[config.mk]
export PLATFORM = sky130hd
export DESIGN_NAME = tlbl_cell
export DESIGN_NICKNAME = d
export VERILOG_FILES = /design/src/rtl/core/tlb_lookup_fifo_lru_defines.svh /design/src/rtl/core/tlbl_pkg.sv /design/src/rtl/core/tlbl_cell.sv
export SDC_FILE = /design/constraint.sdc
export NUM_CORES = 1
export LEC_CHECK = 0
export ABC_AREA = 1
export BUFFER_PORTS_ARGS = -buffer_cell sky130_fd_sc_hd__buf_2
export CAP_MARGIN = 15
export CORE_MARGIN = 2
export CORE_UTILIZATION = 43
export CTS_CLUSTER_SIZE = 30
export DETAILED_ROUTE_END_ITERATION = 8
export PLACE_DENSITY = 0.92
export RECOVER_POWER = 50
export SYNTH_ARGS = -nofsm -noshare
export SYNTH_HDL_FRONTEND = slang
export SYNTH_SLANG_ARGS = --single-unit
[constraint.sdc]
create_clock -name clock -period 3.9 [get_ports clock]
set_clock_uncertainty 0.1 [all_clocks]
set_input_delay 0 -clock clock [delete_from_list [all_inputs] [get_ports clock]]
set_output_delay 0 -clock clock [all_outputs]
set_load 0.1 [all_outputs]
[src/rtl/core/tlb_lookup_fifo_lru_defines.svh]
// assertion macros for the tlb lookup block
`ifndef TLB_LOOKUP_FIFO_LRU_DEFINES_SVH
`define TLB_LOOKUP_FIFO_LRU_DEFINES_SVH

// same-cycle implication, sampled on clock, off during reset
`define TLBL_ASSERT_NOW(label, ante, cons, msg) \
   label: assert property (@(posedge clock) disable iff (reset) (ante) |-> (cons)) \
      else $error(msg);

// next-cycle implication, sampled on clock, off during reset
`define TLBL_ASSERT_NEXT(label, ante, cons, msg) \
   label: assert property (@(posedge clock) disable iff (reset) (ante) |=> (cons)) \
      else $error(msg);

`endif

[src/rtl/core/tlbl_pkg.sv]
// shared types and constants for the tlb lookup block
package tlbl_pkg;

   localparam int ADDR_W     = 32;
   localparam int PID_W      = 16;
   localparam int FRAME_W    = 20;
   localparam int STATUS_W   = 2;
   localparam int SHIFT_W    = 5;
   localparam int LIMIT_W    = 6;
   localparam int CSR_IDX_W  = 2;
   localparam int CSR_DATA_W = 32;

   localparam logic [STATUS_W-1:0] ST_HIT    = 2'd0;
   localparam logic [STATUS_W-1:0] ST_MISS   = 2'd1;
   localparam logic [STATUS_W-1:0] ST_FILLED = 2'd2;
   localparam logic [STATUS_W-1:0] ST_FAULT  = 2'd3;

   localparam logic ACT_LOOKUP = 1'b0;
   localparam logic ACT_FILL   = 1'b1;

   localparam logic MODE_FIFO = 1'b0;
   localparam logic MODE_LRU  = 1'b1;

   localparam logic [CSR_IDX_W-1:0] REG_PAGE_LOG2      = 2'd0;
   localparam logic [CSR_IDX_W-1:0] REG_REPLACE_MODE   = 2'd1;
   localparam logic [CSR_IDX_W-1:0] REG_ENTRIES_IN_USE = 2'd2;

   typedef struct packed {
      logic evict;
      logic lru_move;
      logic load_en;
   } cell_ctl_type;

   typedef struct packed {
      logic [ADDR_W-1:0]  page;
      logic [PID_W-1:0]   pid;
      logic [FRAME_W-1:0] frame;
   } entry_type;

endpackage

[src/rtl/core/tlbl_cell.sv]
// one age-ordered tlb entry with its compare and shift logic
module tlbl_cell #(
   parameter int IDX = 0,
   parameter int CW  = 6
) (
   input  logic                          clock,
   input  tlbl_pkg::cell_ctl_type        ctl,
   input  logic [CW-1:0]                 count,
   input  logic [CW-1:0]                 load_slot,
   input  logic [tlbl_pkg::ADDR_W-1:0]   key_page,
   input  logic [tlbl_pkg::PID_W-1:0]    key_pid,
   input  logic [tlbl_pkg::FRAME_W-1:0]  new_frame,
   input  tlbl_pkg::entry_type           next_entry,
   output tlbl_pkg::entry_type           entry,
   input  logic                          seen_in,
   input  logic [tlbl_pkg::FRAME_W-1:0]  frame_in,
   output logic                          seen_out,
   output logic [tlbl_pkg::FRAME_W-1:0]  frame_out
);

   tlbl_pkg::entry_type entry_ff;
   tlbl_pkg::entry_type entry_in;
   logic occupied;
   logic has_next;
   logic match;
   logic first;
   logic shift;
   logic load;

   always_comb begin
      occupied  = CW'(IDX) < count;
      has_next  = CW'(IDX + 1) < count;
      match     = occupied && (entry_ff.page == key_page) && (entry_ff.pid == key_pid);
      first     = match && !seen_in;
      seen_out  = seen_in || match;
      frame_out = frame_in | (first ? entry_ff.frame : '0);
      // newer neighbors close the gap toward slot zero
      shift     = has_next && (ctl.evict || (ctl.lru_move && seen_out));
      load      = ctl.load_en && (load_slot == CW'(IDX));
      if (load) begin
         entry_in.page  = key_page;
         entry_in.pid   = key_pid;
         entry_in.frame = new_frame;
      end else if (shift) begin
         entry_in = next_entry;
      end else begin
         entry_in = entry_ff;
      end
   end

   always_ff @(posedge clock) begin
      entry_ff <= entry_in;
   end

   assign entry = entry_ff;

endmodule

Yosys cells after proc, flatten, opt, wreduce, memory -nomap -nowiden. Cells that the tools add are included.

Bits of input ports: 173. Output and inout bits: 89. Bits in registers: 68.

Reductions and logical operators: 11. Multiplexer cells: 3. Bitwise logic cells: 1. $lt $le $gt $ge: 2. Eq/ne operators: 2.

Operators by type and width (count): $mux 68 (2); $eq 32x32->1 (1); $mux 20 (1); $or 20x20->20 (1); $eq 16x16->1 (1); $lt 1x6->1 const A (2); $logic_and 1x1->1 (6); $logic_not 6->1 (1); $logic_or 1x1->1 (2); $reduce_bool 2->1 (1); $logic_not 1->1 (1).

Logic depth before layout (Yosys ltp). Gate-level depths: netlist of the first run.

Depth after elaboration: 9. Mapped depth: 14. Depth with buffers taken out: 14.

Worst setup path after synthesis of the first run. Ideal clock, no wire load.

Path type: register to register. Start: register entry_ff (netlist bit entry[45]). End: register entry_ff (netlist bit entry[0]) (enable). Clock period less this slack: 4.485 ns. Data required time: 3.372 ns. Cell stages (with the launch flop): 15. Arrival time: 3.957 ns. Setup slack: -0.585 ns. Buffers on the path: 0. Cell sequence: edfxtp_1 inv_1 nand2_1 nand2_1 nor2_1 nand2_1 nor2_1 nand2_1 nor2_2 nand2_1 nand2_1 nand2_1 nand2_1 nand2_1 nand2_1.

Longest elaborated chain between the ends: 8.

RTL lines: from (decl) (RTL line tlbl_cell.sv:21) `tlbl_pkg::entry_type entry_ff;`; from (signal assigned) (RTL line tlbl_cell.sv:52) `entry_ff <= entry_in;`; $eq 32x32->1 (RTL line tlbl_cell.sv:33) `match = occupied && (entry_ff.page == key_page) && (entry_ff.pid == key_pid);`; $logic_and 1x1->1 (2 in series) (RTL line tlbl_cell.sv:33); $logic_or 1x1->1 (RTL line tlbl_cell.sv:35) `seen_out = seen_in || match;`; via seen_out (RTL line tlbl_cell.sv:17) `output logic seen_out,`; $logic_and 1x1->1 (RTL line tlbl_cell.sv:38) `shift = has_next && (ctl.evict || (ctl.lru_move && seen_out));`; $logic_or 1x1->1 (RTL line tlbl_cell.sv:38); $logic_and 1x1->1 (RTL line tlbl_cell.sv:38); $reduce_bool 2->1 (no source line).

The timed path passes the listed nets, and every way through them passes these cells. A chain may end at the register's enable or synchronous reset.

==> results of run 1 <==
kinds of logic (layout without fill, tap and decap cells):
group,after synthesis,after routing,synth area share
other,0,3,0
AND/OR/NAND/NOR,169,169,0.160
AO/OA/AOI/OAI,47,47,0.0902
flip-flops,68,68,0.500
XOR/XNOR,21,21,0.0451
buffers and inverters,92,495,0.0908
multiplexers,41,41,0.113
how the worst max path moves through the flow:
stage	startpoint	to	slack [ns]	cells past startpoint
6_report	load_slot[1]	entry[23]$_DFFE_PP_	0.65	6
5_1_grt	load_slot[1]	entry[23]$_DFFE_PP_	0.40	6
4_1_cts	entry[48]$_DFFE_PP_	frame_out[1]	0.88	10
3_5_place_dp	entry[48]$_DFFE_PP_	entry[58]$_DFFE_PP_	1.18	14
3_3_place_gp	entry[58]$_DFFE_PP_	entry[54]$_DFFE_PP_	1.24	14
2_1_floorplan	entry[45]$_DFFE_PP_	entry[0]$_DFFE_PP_	0.06	14
power by group:
group | switching (W) | total (W) | internal [W]
Sequential | 0.0000619 | 0.000961 | 0.000899
Combinational | 0.000887 | 0.00117 | 0.000278
Clock | 0.000278 | 0.000630 | 0.000351
through the flow:
stage,worst slack [ns],std cells,cell area [um2],util
after floorplan,0.0618,438,4080,-
after detailed placement,1.18,820,5520,0.598
after CTS,0.877,970,7070,0.765
final,0.650,973,6980,0.756
after global routing,0.401,972,6980,0.755
after global placement,1.24,820,5520,0.598
Yosys cell counts (all sizes together):
cell type  count  share of area
inv           80          0.074
nand3          2         0.0037
mux2          41           0.11
nand4          2         0.0031
o21ai         27          0.033
clkbuf         1        0.00092
nand2        136           0.13
nor2          27          0.026
xor2           1         0.0021
xnor2         20          0.043
nor3           2         0.0025
edfxtp        68           0.50
buf           11          0.016
o21bai        20          0.057
critical path: stages:
cell and delay, ns:
clkbuf_1 0.11, inv_1 0.08, nand4_1 0.22, clkbuf_1 1.71, o21ai_0 0.40, dlygate4sd3_1 0.70
layer usage:
layer / track usage / routed length [um]
met1: 0.309 / 5660
met2: 0.584 / 8830
met3: 0.0780 / 1300
met4: 0.180 / 790
met5: 0 / 0
layout make-up:
class                      count  area [um2]
clock inverter                 7        81.3
multi-input combinational    278        1670
inverter                      80         300
antenna                        3        7.51
sequential                    68        2040
fill                         604        2260
clock buffer                   9         124
timing repair buffer         399        2600
tap                          129         161
==> flow_metrics.tcl, run 1 <==
set metrics [dict create \
    status "finished with violations" \
    violations "max-capacitance violations, max-slew violations" \
    drive_above_1_share 0.325 \
    path_class "in2reg" \
    cp-end-kind "flip-flop" \
    clk_path_buf_depth 2 \
    start_kind "input port" \
    rr_worst_depth 12 \
    syn_avg_cell_area_um2 9.32 \
    fin_hold_ws_ns 0.000453 \
    ctsResizeCount 0 \
    grtUsageTotal 0.312 \
    mostFrequentLayoutCells "buf_2 (192), nand2_1 (135), dlygate4sd3_1 (134)" \
    rsz0062_at_grt "false" \
    netlist_area_um2 4080 \
    numCtsBuffers 9 \
    largest_reg_flops 68 \
    cap_violations 2 \
    power.leakage_nw 3.42 \
    max_freq_mhz 308 \
    h-tree-depth 3 \
    cp.required_ns 3.90 \
    synth-seq-cells 68 \
    ctsHoldBuffers 134 \
    max-vdd-ir-drop_v 0.000348 \
    netlist_instances 438 \
    hold_end "entry[59]$_DFFE_PP_" \
    grt_overflow_total 0 \
    hold_path_class "in2reg" \
    syn_nets 611 \
    fin_crit_sh 0.833 \
    hold_start "key_page[23]" \
    routedWlPerCell_um 17.0 \
    yosysUniqueCellTypes 21 \
    row_count 35 \
    worst_r2r_endpoint "entry[45]$_DFFE_PP_" \
    ys_seq_area_frac 0.500 \
    die_h_um 101 \
    r2r-start "entry[52]$_DFFE_PP_" \
    yosys_warnings 0 \
    p_total_w 0.00276 \
    dp_hpwl_um 9570 \
    io_buffers 261 \
    ant_nets 0 \
    cts_tree "done" \
    hold_viol 0 \
    clk_pin_slew_worst_paths_ns 0.07 \
    slew_viol_final 97 \
    slew_headroom -0.577 \
    coreArea_um2 9240 \
    drtIter0Drc 255 \
    worstSkewPairLatency_ns 0.35 \
    layout_commonest_cell "buf_2" \
    io_pins 262 \
    final_net_count 1009 \
    drc 0 \
    fp.dieW_um 101 \
    min_period_ns 3.25 \
    drt_wl_total_um 16600 \
    post-cts-setup-buffer-count 0 \
    grt_max_degree 58 \
    grt_pass1_wl_um 24000 \
    first_pass_iters 8 \
    ff2ff_setup_slack_ns 1.09 \
    grt_pass1_vias 4980 \
    vias_per_cell 4.90 \
    powerDensity_nw_per_um2 395 \
    whs_path_depth 3 \
    fin_tns_setup_ns 0 \
    place_congestion 0.855 \
    tightest_slew_ns 2.37 \
    start_util 0.442 \
    finalSetupViolations 0 \
    cts.sinks 68 \
    cts_root_buffer "clkbuf_8" \
    dieArea_um2 10300 \
    worstPathMaxFanout 57 \
    antenna_found_initial 2 \
    num_vias 4772 \
    arrival_ns 3.25 \
    area_growth_pct 71.1 \
]
Power figures use the tool's default switching activity.
==> inputs of run 2 (changes only) <==
ABC_AREA = 0   (was 1)
CORE_AREA = 2 2 103 105   (was not set)
CORE_MARGIN = not set   (was 2)
CORE_UTILIZATION = not set   (was 43)
DIE_AREA = 0 0 105 107   (was not set)
PLACE_DENSITY = 0.86   (was 0.92)
clock period = 3.3 ns   (was 3.9 ns; I/O delays follow)
==> run 2 against run 1 <==
The run now fails in clock tree synthesis. Synthesized cell count decreased by 40%. Area after synthesis decreased by 4.8%.
==> flow_metrics.tcl, run 2 <==
set metrics [dict create \
    syn_nets 436 \
    place_congestion 0.789 \
    clk_path_buf_depth 2 \
    netlist_instances 263 \
    yosysUniqueCellTypes 20 \
    ys_seq_area_frac 0.526 \
    yosys-top-cells-area "edfxtp_1 (53%), mux2_2 (20%), xnor2_1 (11%)" \
    row_count 37 \
    post-cts-setup-buffer-count 0 \
    yosys.area.top_type_share 0.526 \
    synth_edf_count 68 \
    error_line "[ERROR RSZ-0060] Max buffer count reached." \
    h-tree-depth 3 \
    io_pins 262 \
    dp_hpwl_um 8520 \
    syn_avg_cell_area_um2 14.8 \
    haltStage "clock tree synthesis" \
    synth_common_cells "edfxtp_1 (68), mux2_2 (68), xnor2_1 (48)" \
    cts_root_buffer "clkbuf_8" \
    netlist_area_um2 3880 \
    numCtsBuffers 9 \
    status "stopped before the end" \
    start_util 0.385 \
    synth_area_leader_cell "edfxtp_1" \
    io_buffers 261 \
    ctsHoldBuffers 134 \
    die_h_um 107 \
    synth-seq-cells 68 \
    synthFlopType "edfxtp_1" \
    cts.sinks 68 \
    yosys_warnings 0 \
    dp_cells 652 \
    fp.dieW_um 105 \
    ctsResizeCount 0 \
    async_flop_share 0 \
]
==> run 2: cell types whose count changed after synthesis, sizes merged, moves of 2 or more <==
cell / before / now
nand4: 2 / 13
nor4: 0 / 3
mux2: 41 / 68
nor2: 27 / 5
xnor2: 20 / 48
inv: 80 / 0
buf: 11 / 9
nand2: 136 / 0
nand2b: 0 / 21
o21ai: 27 / 0
==> run 2: per-stage QoR <==
| stage | cell area [um2] | TNS [ns] | setup slack (ns) |
|---|---|---|---|
| floorplan | 3900 | -16.16 | -0.238 |
| global placement | 5370 | 0 | 0.916 |
| detailed placement | 5370 | 0 | 0.865 |
==> run 2: cells by family after synthesis <==
logic type             share of synthesized area
AND/OR/NAND/NOR                           0.0786
AO/OA/AOI/OAI                             0.0654
XOR/XNOR                                   0.108
buffers and inverters                     0.0251
multiplexers                               0.197
flip-flops                                 0.526
==> inputs of run 3 (changes only) <==
CORE_AREA = not set   (was 2 2 103 105)
CORE_MARGIN = 2   (was not set)
CORE_UTILIZATION = 35   (was not set)
CTS_CLUSTER_SIZE = not set   (was 30)
DIE_AREA = not set   (was 0 0 105 107)
PLACE_DENSITY = not set   (was 0.86)
PLACE_DENSITY_LB_ADDON = 0.15   (was not set)
==> run 3 against run 2 <==
The flow again stops in clock tree synthesis. Synthesized cell count unchanged. Area after synthesis unchanged.
==> flow_metrics.tcl, run 3 <==
set metrics [dict create \
    status "stopped before the end" \
    haltStage "clock tree synthesis" \
    error_line "[ERROR RSZ-0060] Max buffer count reached." \
    netlist_instances 263 \
    synth-seq-cells 68 \
    synthFlopType "edfxtp_1" \
    postPlaceCellArea_um2 5420 \
    netlist_area_um2 3880 \
    clk_path_buf_depth 2 \
    synth_edf_count 68 \
    ys_seq_area_frac 0.526 \
    fp.dieW_um 109 \
    cts.sinks 68 \
    yosys-top-cells-area "edfxtp_1 (53%), mux2_2 (20%), xnor2_1 (11%)" \
    dp_hpwl_um 8680 \
    synth-compound-area-share 0.0654 \
    syn_nets 436 \
    cts_root_buffer "clkbuf_8" \
    synth_area_leader_cell "edfxtp_1" \
    synth-simple-area-share 0.0786 \
    row_count 38 \
    numCtsBuffers 9 \
    synth_common_cells "edfxtp_1 (68), mux2_2 (68), xnor2_1 (48)" \
    io_buffers 261 \
    place_worst_setup_slack_ns 0.898 \
    io_pins 262 \
    ctsHoldBuffers 136 \
    h-tree-depth 3 \
    ctsResizeCount 0 \
    yosys.area.top_type_share 0.526 \
    start_util 0.358 \
    synth_fa_ha_area_frac 0 \
    yosys_warnings 0 \
    synth_xor_area_frac 0.108 \
    async_flop_share 0 \
    syn_avg_cell_area_um2 14.8 \
    place_congestion 0.783 \
    die_h_um 109 \
    post-cts-setup-buffer-count 0 \
    yosysUniqueCellTypes 20 \
    synth_top_family_by_area "multiplexers" \
    synthMuxAreaShare 0.197 \
]
==> run 3: cell families after synthesis <==
family	after synthesis
flops	68
xor+xnor	48
simple gates	46
compound gates	22
mux	68
buf+inv	11
==> run 3: metrics by stage <==
step	TNS, ns	cells	util	hold WS [ns]
3_3_place_gp	0	657	0.500	0.201
2_1_floorplan	-16.16	263	-	0.120
3_5_place_dp	0	657	0.500	0.205
